==> src/rtl/bpadm_pkg.sv <==
package bpadm_pkg;

   // Design constants
   localparam int MAX_PATTERN = 32;
   localparam int DIST        = 3;

   // Derived widths
   localparam int ROW_W    = DIST + 1;
   localparam int IDX_W    = $clog2(MAX_PATTERN);
   localparam int TEXT_W   = 4;
   localparam int FLAG_W   = 4;
   localparam int SYM_W    = 2;
   localparam int PAT_W    = 64;
   localparam int LEN_W    = 6;
   localparam int CSR_IDX_W = 4;
   localparam int CSR_DATA_W = 64;

   // Highest flag that can be reported within the result field
   localparam int FLAG_LIM = (DIST < FLAG_W - 1) ? DIST : FLAG_W - 1;

   // Register indexes
   localparam logic [CSR_IDX_W-1:0] CSR_PATTERN_SYMBOLS = CSR_IDX_W'(0);
   localparam logic [CSR_IDX_W-1:0] CSR_PATTERN_LENGTH  = CSR_IDX_W'(1);

   // One slot of the cell chain
   typedef struct packed {
      logic              valid;
      logic [TEXT_W-1:0] text;
      logic [ROW_W-1:0]  cur_row;   // grid row of this position, from the upstream cell
      logic [ROW_W-1:0]  prev_row;  // same row from the previous position
      logic [ROW_W-1:0]  sel_row;   // row at the last pattern symbol, once passed
   } bpadm_stage_type;

   // Exact-edit flags from the last pattern row
   function automatic logic [FLAG_W-1:0] match_flags_of(logic [ROW_W-1:0] row);
      logic [FLAG_W-1:0] f;
      f    = '0;
      f[0] = row[0];
      for (int k = 1; k <= FLAG_LIM; k++) begin
         f[k] = row[k] & ~row[k-1];
      end
      return f;
   endfunction

endpackage

==> src/rtl/bpadm_if.sv <==
interface bpadm_req_if;
   import bpadm_pkg::*;

   logic              valid;
   logic              ready;
   logic [TEXT_W-1:0] text_classes;

   modport source (output valid, output text_classes, input ready);
   modport sink   (input valid, input text_classes, output ready);
endinterface

interface bpadm_rsp_if;
   import bpadm_pkg::*;

   logic              valid;
   logic              ready;
   logic [FLAG_W-1:0] match_flags;

   modport source (output valid, output match_flags, input ready);
   modport sink   (input valid, input match_flags, output ready);
endinterface

==> src/rtl/bit_parallel_approx_dna_match_core.sv <==
// Channel  Dir  Payload                Transfer when
// req      in   text_classes [3:0]     req_ch.valid & req_ch.ready
// rsp      out  match_flags  [3:0]     rsp_ch.valid & rsp_ch.ready
// csr      in   csr_index, csr_wdata   csr_wr_en
//
// One text position per cycle while the result is not stalled. An input transfer
// loads the first cell, each advance moves the position one cell down, and the
// advance after the last cell loads the result register.
// Synchronous active-high reset clears the stored grid rows and all valids.
// A stalled result freezes the whole chain; req_ch.ready follows the result
// register (empty, or being taken this cycle).
module bit_parallel_approx_dna_match_core (
   input  logic                                clock,
   input  logic                                reset,
   bpadm_req_if.sink                           req_ch,
   bpadm_rsp_if.source                         rsp_ch,
   input  logic                                csr_wr_en,
   input  logic [bpadm_pkg::CSR_IDX_W-1:0]     csr_index,
   input  logic [bpadm_pkg::CSR_DATA_W-1:0]    csr_wdata
);
   import bpadm_pkg::*;

   logic [PAT_W-1:0]  pattern_symbols_ff;
   logic [LEN_W-1:0]  pattern_length_ff;
   logic [IDX_W-1:0]  sel_idx;
   logic              advance;
   logic              rsp_valid_ff, rsp_valid_in;
   logic [FLAG_W-1:0] rsp_flags_ff, rsp_flags_in;
   bpadm_stage_type   head;
   bpadm_stage_type   chain [MAX_PATTERN];

   // Configuration registers
   always_ff @(posedge clock) begin
      if (reset) begin
         pattern_symbols_ff <= '0;
         pattern_length_ff  <= LEN_W'(1);
      end else if (csr_wr_en) begin
         case (csr_index)
            CSR_PATTERN_SYMBOLS: pattern_symbols_ff <= csr_wdata[PAT_W-1:0];
            CSR_PATTERN_LENGTH:  pattern_length_ff  <= csr_wdata[LEN_W-1:0];
            default: ;
         endcase
      end
   end

   // Row holding the last pattern symbol, with the length clamped to range
   always_comb begin
      if (pattern_length_ff == '0) begin
         sel_idx = '0;
      end else if (pattern_length_ff > LEN_W'(MAX_PATTERN)) begin
         sel_idx = IDX_W'(MAX_PATTERN - 1);
      end else begin
         sel_idx = IDX_W'(pattern_length_ff - LEN_W'(1));
      end
   end

   // Chain moves whenever the result register can take a new value
   assign advance      = !rsp_valid_ff || rsp_ch.ready;
   assign req_ch.ready = advance;

   // Virtual row above the first cell: all ones gives row 0 of the grid
   always_comb begin
      head.valid    = req_ch.valid;
      head.text     = req_ch.text_classes;
      head.cur_row  = '1;
      head.prev_row = '1;
      head.sel_row  = '0;
   end

   // Row of cells, one per pattern symbol
   for (genvar i = 0; i < MAX_PATTERN; i++) begin : g_cell
      bpadm_cell u_cell (
         .clock    (clock),
         .reset    (reset),
         .advance  (advance),
         .sym_code (pattern_symbols_ff[SYM_W*i +: SYM_W]),
         .cell_idx (IDX_W'(i)),
         .sel_idx  (sel_idx),
         .up       ((i == 0) ? head : chain[(i == 0) ? 0 : i-1]),
         .down     (chain[i])
      );
   end

   // Result register
   always_comb begin
      rsp_valid_in = advance ? chain[MAX_PATTERN-1].valid : rsp_valid_ff;
      rsp_flags_in = advance ? match_flags_of(chain[MAX_PATTERN-1].sel_row)
                             : rsp_flags_ff;
   end

   always_ff @(posedge clock) begin
      if (reset) begin
         rsp_valid_ff <= 1'b0;
      end else begin
         rsp_valid_ff <= rsp_valid_in;
      end
      rsp_flags_ff <= rsp_flags_in;
   end

   assign rsp_ch.valid       = rsp_valid_ff;
   assign rsp_ch.match_flags = rsp_flags_ff;

endmodule

==> src/rtl/bpadm_cell.sv <==
module bpadm_cell (
   input  logic                           clock,
   input  logic                           reset,
   input  logic                           advance,
   input  logic [bpadm_pkg::SYM_W-1:0]    sym_code,
   input  logic [bpadm_pkg::IDX_W-1:0]    cell_idx,
   input  logic [bpadm_pkg::IDX_W-1:0]    sel_idx,
   input  bpadm_pkg::bpadm_stage_type     up,
   output bpadm_pkg::bpadm_stage_type     down
);
   import bpadm_pkg::*;

   logic [ROW_W-1:0] prior_ff, prior_in;
   logic [ROW_W-1:0] cur;
   logic             p;
   bpadm_stage_type  stage_ff, stage_in;

   // Grid row for this pattern symbol at the incoming position
   always_comb begin
      p      = up.text[sym_code];
      cur    = '0;
      cur[0] = up.prev_row[0] & p;
      for (int j = 1; j <= DIST; j++) begin
         cur[j] = (up.prev_row[j] & p) | (up.prev_row[j-1] & ~p)
                | prior_ff[j-1] | up.cur_row[j-1];
      end
   end

   // Stored row and hand-off to the next cell
   always_comb begin
      prior_in = (advance && up.valid) ? cur : prior_ff;
      stage_in.valid    = up.valid;
      stage_in.text     = up.text;
      stage_in.cur_row  = cur;
      stage_in.prev_row = prior_ff;
      stage_in.sel_row  = (cell_idx == sel_idx) ? cur : up.sel_row;
   end

   always_ff @(posedge clock) begin
      if (reset) begin
         prior_ff <= '0;
         stage_ff <= '0;
      end else begin
         prior_ff <= prior_in;
         if (advance) begin
            stage_ff <= stage_in;
         end
      end
   end

   assign down = stage_ff;

endmodule

==> src/flat_wrapper.sv <==
// flat-port wrapper written by rule: the top's interface ports become plain ports
module bit_parallel_approx_dna_match_core_flat import bpadm_pkg::*;
  (clock, reset, csr_wr_en, csr_index, csr_wdata, req_ch_valid, req_ch_text_classes, req_ch_ready, rsp_ch_valid, rsp_ch_match_flags, rsp_ch_ready);
  bpadm_req_if req_ch_i ();
  bpadm_rsp_if rsp_ch_i ();
  input  logic clock;
  input  logic reset;
  input  logic csr_wr_en;
  input  logic [bpadm_pkg::CSR_IDX_W-1:0] csr_index;
  input  logic [bpadm_pkg::CSR_DATA_W-1:0] csr_wdata;
  input wire logic [$bits(req_ch_i.valid)-1:0] req_ch_valid;
  input wire logic [$bits(req_ch_i.text_classes)-1:0] req_ch_text_classes;
  output wire logic [$bits(req_ch_i.ready)-1:0] req_ch_ready;
  output wire logic [$bits(rsp_ch_i.valid)-1:0] rsp_ch_valid;
  output wire logic [$bits(rsp_ch_i.match_flags)-1:0] rsp_ch_match_flags;
  input wire logic [$bits(rsp_ch_i.ready)-1:0] rsp_ch_ready;
  assign req_ch_i.valid = req_ch_valid;
  assign req_ch_i.text_classes = req_ch_text_classes;
  assign req_ch_ready = req_ch_i.ready;
  assign rsp_ch_valid = rsp_ch_i.valid;
  assign rsp_ch_match_flags = rsp_ch_i.match_flags;
  assign rsp_ch_i.ready = rsp_ch_ready;
  bit_parallel_approx_dna_match_core u_core (.clock(clock), .reset(reset), .req_ch(req_ch_i), .rsp_ch(rsp_ch_i), .csr_wr_en(csr_wr_en), .csr_index(csr_index), .csr_wdata(csr_wdata));
endmodule
==> config.mk <==
export PLATFORM = sky130hd
export DESIGN_NAME = bit_parallel_approx_dna_match_core_flat
export DESIGN_NICKNAME = d
export VERILOG_FILES = /design/src/rtl/bpadm_pkg.sv /design/src/rtl/bpadm_if.sv /design/src/rtl/bit_parallel_approx_dna_match_core.sv /design/src/rtl/bpadm_cell.sv /design/src/flat_wrapper.sv
export SDC_FILE = /design/constraint.sdc
export NUM_CORES = 2
export LEC_CHECK = 0
export BUFFER_PORTS_ARGS = -buffer_cell sky130_fd_sc_hd__buf_4
export CORE_MARGIN = 5
export CORE_UTILIZATION = 60
export DETAILED_ROUTE_END_ITERATION = 8
export PLACE_DENSITY = 0.77
export SYNTH_ARGS = -nofsm -noshare
export SYNTH_HDL_FRONTEND = slang
export SYNTH_SLANG_ARGS = --single-unit
==> constraint.sdc <==
create_clock -name clock -period 3.6 [get_ports clock]
set_input_delay 0.36 -clock clock [delete_from_list [all_inputs] [get_ports clock]]
set_output_delay 0.36 -clock clock [all_outputs]
set_load 0.01 [all_outputs]
# After elaboration in Yosys (flattened, before gate mapping)
# Index checks and enable logic that the tools add are counted.
# word_totals
ff_bits	698
latch_bits	0
ramBits	0
romBits	0
wordCells	929
mem_count	0
# classes
n_addsub	1
multipliers	0
div_mod_pow	0
magnitude_cmp	33
n_eq_ne	32
n_shift	0
muxes	98
bitwise	533
n_reduce_logical	39
# ops
cell	n
$or A1 B1 Y1	279
$and A1 B1 Y1	220
$mux W4	32
$lt A2 B3 Y1 const B	32
$eq A5 B5 Y1 const A	16
$bmux W1 S2	32
$eq A4 B5 Y1 const A	8
$not A1 Y1	34
$logic_and A1 B1 Y1	32
$mux W1	32
$eq A3 B5 Y1 const A	4
$eq A2 B5 Y1 const A	2
$mux W5	2
$gt A6 B6 Y1 const B	1
$logic_not A6 Y1	1
$eq A1 B5 Y1 const A	1
$logic_not A5 Y1	1
$sub A5 B1 Y5 const B	1
$eq A4 B1 Y1 const B	1
$logic_not A4 Y1	1
$reduce_and A2 Y1	2
$logic_not A1 Y1	1
$logic_or A1 B1 Y1	1

# Logic depth before layout (Yosys ltp)
# depth
depth_word	8
depth_mapped	11

# By module
# A second synthesis with hierarchy kept.
# unflattened
hier_cells	3731
hier_area_um2	34031.4
# modules_own_cells
mod	instances	cells_per_inst	area_per_inst_um2	seq_area_each_um2
bpadm_cell	32	106	953.4	420.4
bit_parallel_approx_dna_match_core	1	339	3522.1	1541.5

# Worst setup path before layout
# Ideal clock, no wire load.
# synth_path
path_type	reg2reg
start	register u_core.pattern_length_ff[0]
end	register u_core.g_cell[15].u_cell.stage_ff (netlist bit u_core.g_cell[15].u_cell.down[3])
setup_ns	0.063
arrival_time_ns	2.686
required_ns	3.537
slack_ns	0.852
path_stages_with_launch	11
path_buffers	3
synth_period_minus_slack_ns	2.748
path_cell_list	dfxtp_1 clkbuf_1 inv_1 ha_1 clkbuf_1 nor4b_1 a221oi_1 or2_2 buf_2 or4_1 nand3_1
# synth_via
elab_chain_len	5
word_cells_on_any_way	7
classes_between	add/sub (1); order compare (1); eq/ne (1); mux (3); reduce/logical (1)
# synth_rtl
item	line	rtl
start, declared	bit_parallel_approx_dna_match_core.sv:24	logic [LEN_W-1:0] pattern_length_ff;
start signal, assigned	bit_parallel_approx_dna_match_core.sv:40	CSR_PATTERN_LENGTH: pattern_length_ff <= csr_wdata[LEN_W-1:0];
$sub A5 B1 Y5 / $gt A6 B6 Y1 (equally long branches)	bit_parallel_approx_dna_match_core.sv:53, bit_parallel_approx_dna_match_core.sv:50	
$mux W5	bit_parallel_approx_dna_match_core.sv:50	end else if (pattern_length_ff > LEN_W'(MAX_PATTERN)) begin
$mux W5 (*)	bit_parallel_approx_dna_match_core.sv:48	if (pattern_length_ff == '0) begin
$eq A4 B5 Y1 (*)	bpadm_cell.sv:36	stage_in.sel_row = (cell_idx == sel_idx) ? cur : up.sel_row;
$mux W4 (*)	bpadm_cell.sv:36	
end signal, assigned	bpadm_cell.sv:46	stage_ff <= stage_in;
end, declared	bpadm_cell.sv:16	bpadm_stage_type stage_ff, stage_in;
# Every way passes the cells marked *; elsewhere a longest branch is shown, timed or not.
# A chain may end at the register's enable or synchronous reset.

# Worst setup path in the final report
# layout_path
start	register u_core.pattern_length_ff[1]
end	register u_core.g_cell[24].u_cell.stage_ff (netlist bit u_core.g_cell[24].u_cell.down[1])
# layout_via
elab_chain_len	5
word_cells_on_any_way	7
classes_between	add/sub (1); order compare (1); eq/ne (1); mux (3); reduce/logical (1)
# layout_rtl
item	line
$sub A5 B1 Y5 / $gt A6 B6 Y1 (equally long branches)	bit_parallel_approx_dna_match_core.sv:53, bit_parallel_approx_dna_match_core.sv:50
$mux W5	bit_parallel_approx_dna_match_core.sv:50
$mux W5 (*)	bit_parallel_approx_dna_match_core.sv:48
$eq A5 B5 Y1 (*)	bpadm_cell.sv:36
$mux W4 (*)	bpadm_cell.sv:36
end signal, assigned	bpadm_cell.sv:46
end, declared	bpadm_cell.sv:16
# Marked as above.

==> results.ini <==
[power]
power_density_nw_per_um2=488
swShare=0.211
power_frac_seq=0.509
p_leak_uw=0.0107
ir_worst_vdd_uv=543
p_int_uw=12100
p_clk_frac=0.460
power_frac_comb=0.031
finalPower_uw=15300
netSwitchingPower_uw=3230

[synth]
yosysTopAreaCellShare=0.490
synth_cells=3308
synth_fa_ha_area_frac=0.000885
async_flop_share=0
synth_compound_area_frac=0.201
ys_seq_area_frac=0.494
synth_edf_count=4
yosys-top-cells-area=dfxtp_1 49%, nand2_1 9.9%, a21oi_1 7.8%, nor2_1 3.6%, a211oi_1 3.3%
postSynthAreaPerCell_sq_um=8.55
ys_ff_latch=696
synthSimpleGateAreaFrac=0.189
synth_area_sq_um=28300
synth_warnings=0
yosys.area.top_type=dfxtp_1
synthFlopType=dfxtp_1
synth.net_count=3387
synthXorXnorAreaFrac=0.00159
synth_mux_area_frac=0.0722
synth_cell_types=71
synth_top_family_by_area=compound AO/OA/AOI/OAI gates

[cells_and_area]
layout_commonest_cell=nand2_1
final_layout_size_suffix_gt1_frac=0.105
final_area_sq_um=31400
layout.nets=3324
syn_to_final_growth_pct=10.9
final_cell_mix=745 x nand2_1, 692 x dfxtp_1, 439 x a21oi_1
diodes=0

[detailed_routing]
drtIter0Drc=2101
wl_per_cell_microns=17.0
finalWirelength_mm=66.2
firstDrtPassIters=5
vias_per_cell=6.03
routed-via-count=23531
ant_nets=0
drc=0

[worst_setup_path]
end_kind=flop
setup.worst_path.start_class=flop
critPathMaxStageDelay_ns=0.95
crit_arrival_ns=3.69
required_ns=4.08
crit_chain=inv_1 > ha_1 > nor4b_2 > nor3_4 > nor4_4 > a31oi_1 > a32o_1
crit_path_max_fanout=18
worstSetupPathType=reg -> reg
crit_path_top_delay_cell=nor4_4

[worst_hold_path]
worstHoldPathType=in -> reg

[place]
port_buffers=82
pre_cts_slack_ns=0.472
hpwl_mm=42.3
place_area_sq_um=28900
gp_congestion=0.881

[clock_tree]
postCtsSetupBuffers=0
cts-resized-gates=0
cts_buffers=70
cts-root-buf=clkbuf_16
cts.htree.levels=3
clock_sinks=696
clk_latency_ns=0.60
cts.path.max_buffers=3
cts_hold_buf=25
tritoncts=yes
path_clk_slew_ns=0.06

[die]
io_pins=83
die_area_sq_um=51600
coreArea_sq_um=46600
rows=79
dieWidth_microns=227
die_h_microns=227
start_util=0.607

[grt]
grt_overflow=0
antenna_found_initial=1
grtUsageTotal=0.247
grt_pass1_vias=21828
grt_max_degree=238
grt_pass1_wl_mm=108

[flow_run]
cap_violations=0

[timing]
rsz0062_at_grt=false
setup_ws_ns=0.398
tightest_slew_ns=1.26
slew_viol_final=0
period_minus_slack_ns=3.20
setup_viol=0
hold_violations=0
fin_skew_ns=0.0199
setup_tns_ns=0
clock.fmax_ghz=0.312
period_share=0.889
relSlewSlack=0.160

[run_status]
status=finished clean

==> Yosys cell counts (5+ instances only) <==
library cell,n
a2111oi_0,6
a211oi_1,125
a21o_1,26
a21oi_1,439
a311oi_1,28
a31o_1,19
a31o_2,14
a31oi_1,46
a32o_1,28
a41oi_1,11
and2_1,60
buf_1,7
buf_2,15
buf_6,9
clkbuf_1,240
dfxtp_1,692
inv_1,8
mux2_2,57
mux2i_1,68
mux4_2,32
nand2_1,746
nand3_1,65
nand4_1,8
nor2_1,272
nor2b_1,11
nor3_1,70
o211ai_1,5
o21ai_0,74
o21ai_1,15
o22ai_1,17
o32ai_1,17
or4_1,5
==> state kept, by name, indices dropped and copies added, names as in the netlist <==
name                           flops
u_core.g_cell.u_cell.down        496
u_core.g_cell.u_cell.prior_ff    125
u_core.pattern_length_ff           6
u_core.pattern_symbols_ff         64
u_core.rsp_ch.match_flags          4
u_core.rsp_ch.valid                1
==> worst max-delay path, delay by kind of cell, from the launching register on <==
family          cells  cell delay, ns
simple gates        3            1.59
fa+ha+maj           1            0.50
compound gates      2            0.50
flops               1            0.38
buf+inv             1            0.11
==> stage by stage <==
stage	std cells	hold slack, ns	util
CTS	3901	0.000506	0.674
finish	3901	0.0214	0.674
detailed placement	3755	0.443	0.621
global placement	3755	0.436	0.621
floorplan	3308	0.426	-
global route	3901	0.0172	0.674
==> metal layers <==
| metal | part of all wire | routed length [microns] | track usage |
|---|---|---|---|
| met1 | 0.45 | 30100 | 0.352 |
| met2 | 0.46 | 30300 | 0.387 |
| met3 | 0.063 | 4180 | 0.0426 |
| met4 | 0.024 | 1570 | 0.0804 |
| met5 | 0.00018 | 12 | 0 |
==> worst paths after layout <==
kind	startpoint	end	slack [ns]	cells past startpoint
max	u_core.pattern_length_ff[1]	u_core.g_cell[24].u_cell.down[1]	0.40	7
min	csr_wdata[56]	u_core.pattern_symbols_ff[56]	0.02	3
max reg2reg	u_core.pattern_length_ff[1]	u_core.g_cell[24].u_cell.down[1]	0.40	7
min reg2reg	u_core.g_cell[23].u_cell.down[7]	u_core.g_cell[23].u_cell.down[7]	0.45	2
==> cells by family (layout without fill, tap and decap cells) <==
group,after synthesis,count (layout)
xor+xnor,3,3
compound gates,899,899
buf+inv,283,269
mux,157,157
fa+ha+maj,2,2
simple gates,1268,1268
flops,696,696
==> power by group through the flow <==
stage / Combinational (uW) / Sequential, uW / Clock (uW)
3_3_place_gp: 436 / 7960 / 0
3_5_place_dp: 448 / 7960 / 0
4_1_cts: 471 / 7790 / 7160
5_1_grt: 518 / 7790 / 7490
6_report: 476 / 7790 / 7050
2_1_floorplan: 305 / 7950 / 0
==> layout make-up <==
class	instances	area, sq um
Clock buffer	110	2110
Clock inverter	11	109
Fill cell	3702	15200
Inverter	8	38.8
Multi-Input combinational cell	2329	13200
Sequential cell	696	14000
Tap cell	607	759
Timing Repair Buffer	140	1200
No activity file was read; power rests on OpenSTA's default activity.
